`src/design/lte_ram.sv`:
```
// single port pair ram, one write and one registered read per cycle
`default_nettype none

module lte_ram #(
    parameter int WIDTH = 8,
    parameter int DEPTH = 32
) (
    input  wire logic                     clk,
    input  wire logic                     wr_en,
    input  wire logic [$clog2(DEPTH)-1:0] wr_addr,
    input  wire logic [WIDTH-1:0]         wr_data,
    input  wire logic [$clog2(DEPTH)-1:0] rd_addr,
    output logic      [WIDTH-1:0]         rd_data
);

    logic [WIDTH-1:0] mem [DEPTH];

    always_ff @(posedge clk)
    begin
        if (wr_en)
        begin
            mem[wr_addr] <= wr_data;
        end
    end

    always_ff @(posedge clk)
    begin
        rd_data <= mem[rd_addr];
    end

endmodule

`default_nettype wire

```
`config.mk`:
```
export PLATFORM = sky130hd
export DESIGN_NAME = lte_ram
export DESIGN_NICKNAME = d
export VERILOG_FILES = /design/src/design/lte_ram.sv
export SDC_FILE = /design/constraint.sdc
export NUM_CORES = 1
export LEC_CHECK = 0
export ABC_CLOCK_PERIOD_IN_PS = 4400
export BUFFER_PORTS_ARGS = -buffer_cell sky130_fd_sc_hd__buf_2
export CAP_MARGIN = 30
export CORE_ASPECT_RATIO = 1.1
export CORE_MARGIN = 8
export CORE_UTILIZATION = 65
export CTS_BUF_LIST = sky130_fd_sc_hd__clkbuf_4 sky130_fd_sc_hd__clkbuf_8 sky130_fd_sc_hd__clkbuf_16
export CTS_CLUSTER_DIAMETER = 100
export DETAILED_ROUTE_END_ITERATION = 16
export PLACE_DENSITY = 0.82
export SYNTH_ARGS = -nofsm -noshare
export SYNTH_HDL_FRONTEND = slang
export SYNTH_SLANG_ARGS = --single-unit
```
`constraint.sdc`:
```
create_clock -name clk -period 4.4 [get_ports clk]
set_input_delay 0.22 -clock clk [delete_from_list [all_inputs] [get_ports clk]]
set_output_delay 0.22 -clock clk [all_outputs]
set_load 0.01 [all_outputs]
```
==> flow_metrics.tcl <==
set metrics [dict create \
    status "finished, final reports clean" \
    irDropWorstVdd_v 0.000383 \
    clockBufferDepth 3 \
    relSlewSlack_pct 36.5 \
    fin_setup_tns_ns 0 \
    reg2reg_from "mem[30][3]$_DFFE_PP_" \
    crit_start "rd_addr[0]" \
    synth_area_um2 10100 \
    drt_first_pass_iters 5 \
    worstSetupEndpointType "flip-flop" \
    synth_ff_type "edfxtp_1" \
    syn-num-nets 437 \
    cts.sinks 264 \
    synthArstFlopShare_pct 0 \
    required_ns 4.80 \
    gp_congestion 0.744 \
    slew_viol_final 0 \
    num_antenna_cells 0 \
    path_common_cell "mux4_2" \
    dieWidth_um 135 \
    vias_per_cell 6.99 \
    grt_max_degree 65 \
    cts_setup_buffers 0 \
    cp_max_fo 40 \
    tightest_slew_ns 0.949 \
    synth_seq_area_share_pct 78.1 \
    yosysWarnings 0 \
    post-dp-hpwl_um 12200 \
    syn-mean-instance-area_um2 24.1 \
    fmax_ghz 0.459 \
    min_period_ns 2.18 \
    nets 472 \
    synth_edf_count 256 \
    hold_slack_ns 0.170 \
    root_buffer "clkbuf_16" \
    clk_latency_ns 0.52 \
    hold_path_class "input pin to flip-flop" \
    synthTopCellsByArea "edfxtp_1, mux4_2, dfxtp_1" \
    setup_slack_ns 2.22 \
    fp-row-count 47 \
    drt-total-wl_um 21600 \
    die_area_um2 19700 \
    cts_made_buffers 24 \
    final_layout_size_suffix_gt1_share_pct 34.7 \
    path_clk_slew_ns 0.06 \
    path_cells "buf_4, buf_12, mux4_2, mux4_2, mux2_2" \
    via_count 4653 \
    cap_violations 0 \
    p_total_uw 5220 \
    ant_nets 0 \
    synth-seq-cells 264 \
    cts_max_level 1 \
    overflow 0 \
    dp_worst_setup_slack_ns 1.64 \
    ctsResizeCount 0 \
    hold_buffers 0 \
    setup_viol 0 \
    cp_data_arrival_time_ns 2.58 \
    drc 0 \
    io_pins 28 \
    synthDistinctLibCells 15 \
    leakagePower_uw 0.00351 \
    min-delay-start "rd_addr[3]" \
    yosysTopAreaCell "edfxtp_1" \
    cp-start-kind "input pin" \
    fin_crit_sh_pct 49.5 \
    cp_slowest_stage_delay_ns 0.61 \
    core-area_um2 15100 \
    wl_per_cell_um 32.5 \
    drt-initial-drc-count 492 \
    antenna_found_initial 1 \
    io_buffers 27 \
    synth_commonest_cells "edfxtp_1, mux4_2, nor2_1" \
    rsz0062_at_grt "false" \
    cts_tree "yes" \
    grt_pass1_wl_um 32100 \
    start_util_pct 66.5 \
    synth_top_area_share_pct 76.5 \
    fin_skew_ns 0.00911 \
    grt_pass1_vias 4841 \
    hold_violations 0 \
    critical_path_class "input pin to flip-flop" \
    synthCells 417 \
    n_fill_cell 785 \
    grtUsageTotal_pct 22.6 \
    die_h_um 146 \
    power_density_nw_per_um2 466 \
    yosysMostFrequentCell "edfxtp_1" \
    cp_slowest_cell "buf_4" \
    area_delta_synth_final_pct 11.3 \
]
==> where the power goes <==
part / total [uW] / switching [uW] / internal (uW)
clock: 2140 / 851 / 1290
sequential: 2810 / 16.0 / 2800
combinational: 262 / 151 / 111
==> worst max-delay path, delay by kind of cell <==
family   cells  cell delay (ns)
mux          3             1.39
buf+inv      2             0.93
==> path summary, 6_finish.rpt <==
check / depth (start not counted) / slack [ns] / to
setup / recovery: 5 / 2.22 / rd_data[0]$_DFF_P_
hold / removal: 2 / 0.17 / rd_data[4]$_DFF_P_
setup reg to reg: 3 / 2.53 / rd_data[3]$_DFF_P_
hold reg to reg: 3 / 0.94 / rd_data[0]$_DFF_P_
==> state kept, by name, indices dropped and copies added (netlist names) <==
register / flops
rd_data: 8
mem: 256
==> placed cells by master, fill, tap and decap left out, drive strengths merged <==
master	count
clkbuf	39
nand2	1
edfxtp	256
or3b	3
clkinv	3
nor2	33
nand3	2
bufinv	2
or3	1
dfxtp	8
mux2	8
mux4	80
nand3b	5
buf	29
==> area by class of cell <==
cell class	count	area (um2)	share of cell area, %
Multi-Input combinational cell	133	2100	18.8
Sequential cell	264	7850	70.1
Tap cell	196	245	2.19
Clock buffer	39	756	6.76
Timing Repair Buffer	29	165	1.48
Clock inverter	5	73.8	0.660
==> per-stage QoR <==
| step | instances | cell area [um2] | utilization (%) |
|---|---|---|---|
| floorplan | 417 | 10100 | - |
| global placement | 622 | 10400 | 68.5 |
| global route | 666 | 11200 | 74.0 |
| detailed placement | 622 | 10400 | 68.5 |
| finish | 666 | 11200 | 74.0 |
| CTS | 666 | 11200 | 74.0 |
==> routing by layer <==
| layer | up-vias | track usage (%) | wire [um] |
|---|---|---|---|
| met1 | 2414 | 30.6 | 7910 |
| met4 | 2 | 7.93 | 609 |
| met2 | 352 | 36.2 | 10800 |
| met3 | 41 | 4.56 | 2280 |
| met5 | - | 0 | 13 |
| li1 | 1844 | - | - |
==> cells by family after synthesis <==
group / share of synthesized area, %
DFF: 78.1
muxes: 18.8
and+or+nand+nor: 2.07
buffers and inverters: 1.06
Note: power is estimated with default switching activity, not from simulation.
